[src/sv/lu2x_pkg.sv]
`timescale 1ns / 1ps
// Shared types and constants for the 2x linear upsampler.
package lu2x_pkg;

  localparam int DEF_MAX_CHANNELS = 256;
  localparam int DEF_MAX_WIDTH    = 4096;

  localparam int SAMPLE_W  = 16;
  localparam int CHCFG_W   = 9;
  localparam int ROWCFG_W  = 13;
  localparam int CFG_W     = 13;
  localparam int OUTCOL_W  = 13;
  localparam int CHAN_W    = 8;

  // Register indexes of the write port.
  localparam logic REG_CHANNEL_COUNT = 1'b0;
  localparam logic REG_ROW_WIDTH     = 1'b1;

  // floor(t/3) == (t * RECIP3) >> RECIP3_SH for t < 2**19.
  localparam logic [17:0] RECIP3    = 18'd174763;
  localparam int          RECIP3_SH = 19;
  // 1 for rounding plus the bias that makes the sum non-negative.
  localparam logic [17:0] SUM_BIAS  = 18'd98305;

  // Which result of the current request is being produced.
  typedef enum logic [1:0] {
    STEP_RIGHT,  // right output of the previous column
    STEP_LEFT,   // left output of this column
    STEP_EDGE    // right output of the last column of a row
  } step_t;

endpackage

[src/sv/linear_upsample_2x_1d.sv]
`timescale 1ns / 1ps
// Top level: 2x linear upsampler over channel-interleaved rows.
// Flow: the first result of a request passes from the work stage into the output
//   register; its other results follow one a cycle unless the output stalls.
// Throughput: one result per cycle unless the output stalls; a request yields 1 to 3
//   results (2 on average over a row); the single output register sets this rate.
// Reset: counters cleared, channel_count and row_width set to 1, pipeline emptied.
module linear_upsample_2x_1d
  import lu2x_pkg::*;
#(
  parameter int MAX_CHANNELS = DEF_MAX_CHANNELS,
  parameter int MAX_WIDTH    = DEF_MAX_WIDTH
) (
  input  logic                       clk,
  input  logic                       rst,
  // configuration write port
  input  logic                       cfg_we,
  input  logic                       cfg_index,
  input  logic [CFG_W-1:0]           cfg_data,
  // input requests
  input  logic                       in_valid,
  output logic                       in_ready,
  input  logic signed [SAMPLE_W-1:0] sample,
  // result requests
  output logic                       out_valid,
  input  logic                       out_ready,
  output logic signed [SAMPLE_W-1:0] value,
  output logic [OUTCOL_W-1:0]        out_column,
  output logic [CHAN_W-1:0]          channel,
  output logic                       last_of_run
);

  // Counter widths: index widths for the counters, and widths that can hold
  // the effective counts themselves.
  localparam int CHW = (MAX_CHANNELS > 1) ? $clog2(MAX_CHANNELS) : 1;
  localparam int CW  = $clog2(MAX_WIDTH);
  localparam int CCW = $clog2(MAX_CHANNELS + 1);
  localparam int WCW = $clog2(MAX_WIDTH + 1);

  // ---------------------------------------------------------------------
  // Configuration and effective (clamped) counts
  // ---------------------------------------------------------------------
  logic [CHCFG_W-1:0]  chan_cfg;
  logic [ROWCFG_W-1:0] row_cfg;
  logic [CCW-1:0]      chans_eff;
  logic [WCW-1:0]      width_eff;

  always_comb begin
    if (chan_cfg == '0) begin
      chans_eff = CCW'(1);
    end else if (32'(chan_cfg) > 32'(MAX_CHANNELS)) begin
      chans_eff = CCW'(MAX_CHANNELS);
    end else begin
      chans_eff = CCW'(chan_cfg);
    end
    if (row_cfg == '0) begin
      width_eff = WCW'(1);
    end else if (32'(row_cfg) > 32'(MAX_WIDTH)) begin
      width_eff = WCW'(MAX_WIDTH);
    end else begin
      width_eff = WCW'(row_cfg);
    end
  end

  // ---------------------------------------------------------------------
  // Position counters; a register write clears them, else they advance on every accepted request
  // ---------------------------------------------------------------------
  logic           in_fire;
  logic [CHW-1:0] ch_cnt;
  logic [CW-1:0]  col_cnt;
  logic           ch_wrap;
  logic           col_last;

  assign in_fire  = in_valid && in_ready;
  assign ch_wrap  = ((CCW + 1)'(ch_cnt) + (CCW + 1)'(1)) >= (CCW + 1)'(chans_eff);
  assign col_last = ((WCW + 1)'(col_cnt) + (WCW + 1)'(1)) >= (WCW + 1)'(width_eff);

  always_ff @(posedge clk) begin
    if (rst) begin
      chan_cfg <= CHCFG_W'(1);
      row_cfg  <= ROWCFG_W'(1);
      ch_cnt   <= '0;
      col_cnt  <= '0;
    end else if (cfg_we) begin
      // any register write restarts the row at channel 0
      case (cfg_index)
        REG_CHANNEL_COUNT: chan_cfg <= cfg_data[CHCFG_W-1:0];
        REG_ROW_WIDTH:     row_cfg  <= cfg_data[ROWCFG_W-1:0];
        default:           row_cfg  <= row_cfg;
      endcase
      ch_cnt  <= '0;
      col_cnt <= '0;
    end else if (in_fire) begin
      if (ch_wrap) begin
        ch_cnt  <= '0;
        col_cnt <= col_last ? '0 : col_cnt + CW'(1);
      end else begin
        ch_cnt <= ch_cnt + CHW'(1);
      end
    end
  end

  // ---------------------------------------------------------------------
  // Previous-column memory: one sample per channel, not cleared at reset
  // (every entry is written before its read value is used in a row). Read and write
  // share the accept edge; the read returns the old entry, so a following
  // request on the same channel already sees the new one and no forwarding
  // is needed.
  // ---------------------------------------------------------------------
  logic signed [SAMPLE_W-1:0] prev_mem [MAX_CHANNELS];
  logic signed [SAMPLE_W-1:0] prev_rd;

  always_ff @(posedge clk) begin
    if (in_fire) begin
      prev_rd          <= prev_mem[ch_cnt];
      prev_mem[ch_cnt] <= sample;
    end
  end

  // ---------------------------------------------------------------------
  // Work stage: holds the request while its results are produced
  // ---------------------------------------------------------------------
  logic                       s1_valid;
  logic signed [SAMPLE_W-1:0] s1_x;
  logic [CHW-1:0]             s1_ch;
  logic [CW-1:0]              s1_col;
  logic                       s1_last;
  step_t                      s1_step;

  logic                       emit;
  logic                       emit_final;
  step_t                      step_after;
  logic signed [SAMPLE_W-1:0] centre;
  logic signed [SAMPLE_W-1:0] side;
  logic [CW:0]                oc_wide;
  logic [17:0]                sum_biased;
  logic [35:0]                prod;
  logic [15:0]                quot;
  logic signed [SAMPLE_W-1:0] third_val;

  always_comb begin
    case (s1_step)
      STEP_RIGHT: begin
        centre     = prev_rd;
        side       = s1_x;
        oc_wide    = {s1_col - CW'(1), 1'b1};
        emit_final = 1'b0;
        step_after = STEP_LEFT;
      end
      STEP_LEFT: begin
        centre     = s1_x;
        side       = (s1_col == '0) ? s1_x : prev_rd;  // clamp at row start
        oc_wide    = {s1_col, 1'b0};
        emit_final = !s1_last;
        step_after = STEP_EDGE;
      end
      STEP_EDGE: begin
        centre     = s1_x;
        side       = s1_x;
        oc_wide    = {s1_col, 1'b1};
        emit_final = 1'b1;
        step_after = STEP_EDGE;
      end
      default: begin
        centre     = s1_x;
        side       = s1_x;
        oc_wide    = {s1_col, 1'b1};
        emit_final = 1'b1;
        step_after = STEP_EDGE;
      end
    endcase
  end

  // (2*centre + side + 1) / 3 rounded down, by reciprocal multiply on a
  // biased, non-negative sum; the result lands back in signed 16 bits.
  assign sum_biased = {centre[15], centre, 1'b0} + {{2{side[15]}}, side} + SUM_BIAS;
  assign prod       = 36'(sum_biased) * 36'(RECIP3);
  assign quot       = prod[RECIP3_SH+15:RECIP3_SH];
  assign third_val  = {~quot[15], quot[14:0]};

  assign emit     = s1_valid && (!out_valid || out_ready);
  assign in_ready = !s1_valid || (emit && emit_final);

  always_ff @(posedge clk) begin
    if (rst) begin
      s1_valid <= 1'b0;
    end else if (in_fire) begin
      s1_valid <= 1'b1;
    end else if (emit && emit_final) begin
      s1_valid <= 1'b0;
    end
  end

  always_ff @(posedge clk) begin
    if (in_fire) begin
      s1_x    <= sample;
      s1_ch   <= ch_cnt;
      s1_col  <= col_cnt;
      s1_last <= col_last;
      s1_step <= (col_cnt == '0) ? STEP_LEFT : STEP_RIGHT;
    end else if (emit) begin
      s1_step <= step_after;
    end
  end

  // ---------------------------------------------------------------------
  // Output register
  // ---------------------------------------------------------------------
  always_ff @(posedge clk) begin
    if (rst) begin
      out_valid <= 1'b0;
    end else if (emit) begin
      out_valid <= 1'b1;
    end else if (out_ready) begin
      out_valid <= 1'b0;
    end
  end

  always_ff @(posedge clk) begin
    if (emit) begin
      value       <= third_val;
      out_column  <= OUTCOL_W'(oc_wide);
      channel     <= CHAN_W'(s1_ch);
      last_of_run <= emit_final;
    end
  end

`ifndef SYNTHESIS
  // the edge output is only made for the last column of a row
  a_edge_only_last: assert property (@(posedge clk) disable iff (rst)
    s1_valid && s1_step == STEP_EDGE |-> s1_last)
    else $error("edge output on a column that is not last");

  // the previous column's right output never comes from column 0
  a_right_not_first: assert property (@(posedge clk) disable iff (rst)
    s1_valid && s1_step == STEP_RIGHT |-> s1_col != '0)
    else $error("right output of previous column at row start");

  // results of one request follow without a gap
  a_run_no_gap: assert property (@(posedge clk) disable iff (rst)
    out_valid && out_ready && !last_of_run |=> out_valid)
    else $error("gap inside a run of results");

  // within a request, columns ascend by one on the same channel
  a_run_columns: assert property (@(posedge clk) disable iff (rst)
    out_valid && out_ready && !last_of_run |=>
      out_column == $past(out_column) + OUTCOL_W'(1) && channel == $past(channel))
    else $error("result columns out of order within a run");
`endif

endmodule
[config.mk]
export PLATFORM = sky130hd
export DESIGN_NAME = linear_upsample_2x_1d
export DESIGN_NICKNAME = d
export VERILOG_FILES = /design/src/sv/lu2x_pkg.sv /design/src/sv/linear_upsample_2x_1d.sv
export SDC_FILE = /design/constraint.sdc
export NUM_CORES = 2
export LEC_CHECK = 0
export ABC_CLOCK_PERIOD_IN_PS = 9110
export BUFFER_PORTS_ARGS = -buffer_cell sky130_fd_sc_hd__buf_2
export CORE_MARGIN = 2
export CORE_UTILIZATION = 45
export CTS_CLUSTER_DIAMETER = 100
export DETAILED_ROUTE_END_ITERATION = 16
export MAX_ROUTING_LAYER = met4
export PLACE_DENSITY = 0.65
export RECOVER_POWER = 50
export SLEW_MARGIN = 20
export SYNTH_ARGS = -nofsm -noshare
export SYNTH_HDL_FRONTEND = slang
export SYNTH_SLANG_ARGS = --single-unit
[constraint.sdc]
create_clock -name clk -period 9.11 [get_ports clk]
set_input_delay 1.822 -clock clk [delete_from_list [all_inputs] [get_ports clk]]
set_output_delay 1.822 -clock clk [all_outputs]
set_load 0.05 [all_outputs]
==> flow_metrics.tcl <==
set metrics [dict create \
    fmax_mhz 116 \
    max-vdd-ir-drop_uv 4030 \
    slew_headroom -3.23 \
    worstSetupStartpoint "ch_cnt[1]" \
    postCtsHoldBufs 0 \
    final.min_clock_period_ps 8650 \
    post-route-util 0.511 \
    synth_edf_count 4189 \
    slowest_delay_ps 2820 \
    avgSynthCellArea_um2 22.3 \
    synth_top_area_frac 0.743 \
    dp_cells 12700 \
    crit-reg2reg-launch "ch_cnt[1]" \
    arrival_ps 9300 \
    initial_core_util 0.451 \
    cts_max_level 5 \
    ys_seq_elements 4233 \
    globalplace.congestion 0.885 \
    area_growth_pct 13.2 \
    syn_area_mm2 0.169 \
    slew_viol_final 4004 \
    die_x_um 617 \
    path_class "reg2reg" \
    avgRoutedWirePerCell_um 32.9 \
    clk_latency_ps 990 \
    crit_fanout 41 \
    drt-initial-drc-count 11100 \
    cts.clk_slew.worst_paths_ps 60 \
    finalClockSkew_ps 83.0 \
    synth_cell_type_count 63 \
    cts.sinks 4233 \
    yosysSeqAreaShare 0.748 \
    numCtsBuffers 414 \
    dieArea_mm2 0.381 \
    via_count 82200 \
    num_io_pins 75 \
    first_global_vias 82200 \
    synth_area_leaders "edfxtp_1 74%, mux4_2 17%, ha_1 1.6%" \
    via_per_inst 6.11 \
    use_met2 0.368 \
    synth_cells 7608 \
    critical_path.slowest_cell "dfxtp_1" \
    power_density_mw_per_mm2 404 \
    r2r_slack_ps 460 \
    start_kind "register" \
    r2r-end "prev_mem[226][0]" \
    outcome "complete, but fails checks" \
    path_cells "clkbuf_1 -> buf_4 -> ha_1 -> nand3_2 -> buf_4 -> nor2_1 -> buf_4" \
    synth_flop_cell "edfxtp_1" \
    ys.warnings.count 0 \
    grt_pass1_wl_mm 623 \
    tritoncts "done" \
    failed_checks "max-capacitance violations, max-slew violations" \
    finalSetupViolations 0 \
    nets 8480 \
    end_kind "register" \
    dpl.hpwl_mm 260 \
    cap_violations 51 \
    min_path_type "reg2reg" \
    yosys.cell_count.top_type "edfxtp_1" \
    num_rows 225 \
    timing.final.crit_share 0.949 \
    hp-start "s1_ch[5]" \
    ant_nets 0 \
    grt-busiest-layer "met2" \
    critPathRequiredTime_ps 9770 \
    drive_above_1_share 0.308 \
    path_common_cell "buf_4" \
    crit_path_end "prev_mem[226][0]" \
    first_pass_iters 6 \
    rr_worst_depth 7 \
    portBuffers 74 \
    worstMarginPinSlew_ps 6340 \
    final_cells 13500 \
    p_leak_nw 59.1 \
    cts_buffer_depth 4 \
    routed_wl_mm 443 \
    grtUsageMet1 0.322 \
    synthArstFlopShare 0 \
    grt_max_degree 163 \
    grtUsageMet3 0.0434 \
    synth_nets 7959 \
    cts_root_buffer "clkbuf_16" \
    antenna_found_initial 23 \
    final_area_mm2 0.192 \
    route.detailed.drc 0 \
    grt_remaining_overflow 0 \
    die_y_um 617 \
    core_mm2 0.375 \
    hold_violations 0 \
    place_area_mm2 0.178 \
    synth_common_cells "4189 x edfxtp_1, 1290 x mux4_2, 309 x nor2_1, 282 x inv_1, 222 x nand2_1" \
    yosys.area.top_type "edfxtp_1" \
    holdWs_ps 418 \
    track_usage 0.237 \
]
-- layout by cell type, fill, tap and decap left out, types with 31 or more instances in the layout --
cell,count
xnor2_1,48
nor2_4,48
clkbuf_16,421
mux4_2,1290
clkinv_1,89
dfxtp_1,42
clkbuf_1,151
mux2_2,31
nand2_1,220
bufinv_16,40
buf_4,343
edfxtp_1,4189
nor2_2,188
clkinv_2,69
inv_1,278
nand3_1,70
o21ai_0,33
ha_1,200
fa_1,104
a21oi_1,77
nor2_1,73
-- final cells by class --
cell class | instances | area, µm²
clock buffers | 500 | 10900
fillers | 28800 | 183000
repair buffers | 480 | 3520
well taps | 4994 | 6250
flip-flops and latches | 4233 | 127000
diodes | 13 | 32.5
clock inverters | 245 | 2450
inverters | 284 | 1070
multi-input cells | 2716 | 40900
-- power by group --
group	total (mW)	leakage, nW	switching, mW	internal (mW)
logic	37.6	14.6	20.6	17.1
registers	22.8	38.1	0.0422	22.7
clock network	17.0	6.49	7.34	9.64
total	77.4	59.1	27.9	49.4
-- sequential cells by signal, indices dropped and copies added (netlist names), 2 cells and up --
name	flops
prev_rd	16
col_cnt	12
channel	8
ch_cnt	8
s1_step	2
s1_ch	8
row_cfg	13
value	16
chan_cfg	9
out_column	13
s1_x	16
prev_mem	4096
s1_col	12
-- logic make-up (layout without fill, tap and decap cells) --
kind of cell | Yosys count | in the layout | synth area share
AO/OA/AOI/OAI | 245 | 245 | 0.00924
XOR/XNOR | 72 | 72 | 0.00380
adder cells (fa/ha/maj) | 316 | 316 | 0.0280
buffers and inverters | 659 | 1509 | 0.0174
flip-flops | 4233 | 4233 | 0.748
multiplexers | 1335 | 1335 | 0.174
other | 0 | 13 | 0
AND/OR/NAND/NOR | 748 | 748 | 0.0192
-- worst min-delay path by stage --
| stage | end | slack (ps) | cells past startpoint |
|---|---|---|---|
| 2_1_floorplan | channel[0] | 400 | 0 |
| 3_3_place_gp | channel[5] | 410 | 0 |
| 3_5_place_dp | channel[1] | 410 | 0 |
| 4_1_cts | channel[1] | 420 | 0 |
| 5_1_grt | channel[5] | 420 | 0 |
| 6_report | channel[5] | 420 | 0 |
-- stage by stage --
step / worst slack (ps) / power [mW] / setup TNS [ps]
final: 462 / 77.4 / 0
after global routing: -30.5 / 82.8 / -30.5
after CTS: 33.5 / 75.5 / 0
after detailed placement: -399 / 56.9 / -752
after global placement: -211 / 56.3 / -258
after floorplan: 440 / 47.9 / 0
-- critical path, delay by kind of cell (launching register included) --
family	cells	cell delay, ps
buffers and inverters	4	3430
adders and majority gates	1	420
DFF	1	2820
and+or+nand+nor	2	1500
-- what timing repair did --
item | CTS | global route
setup endpoints to repair | 6 | 9
pin swaps | 2 | 19
gates resized for setup | 3 | 36
buffers inserted | 2 | 11
-- layer usage --
metal	share of wire	routed length, µm	vias up
met3	0.093	41200	725
met2	0.48	213000	4260
li1	-	-	32700
met1	0.39	173000	44500
met4	0.037	16200	0
met5	0	0	-
Note: power is estimated with default switching activity, not from simulation.
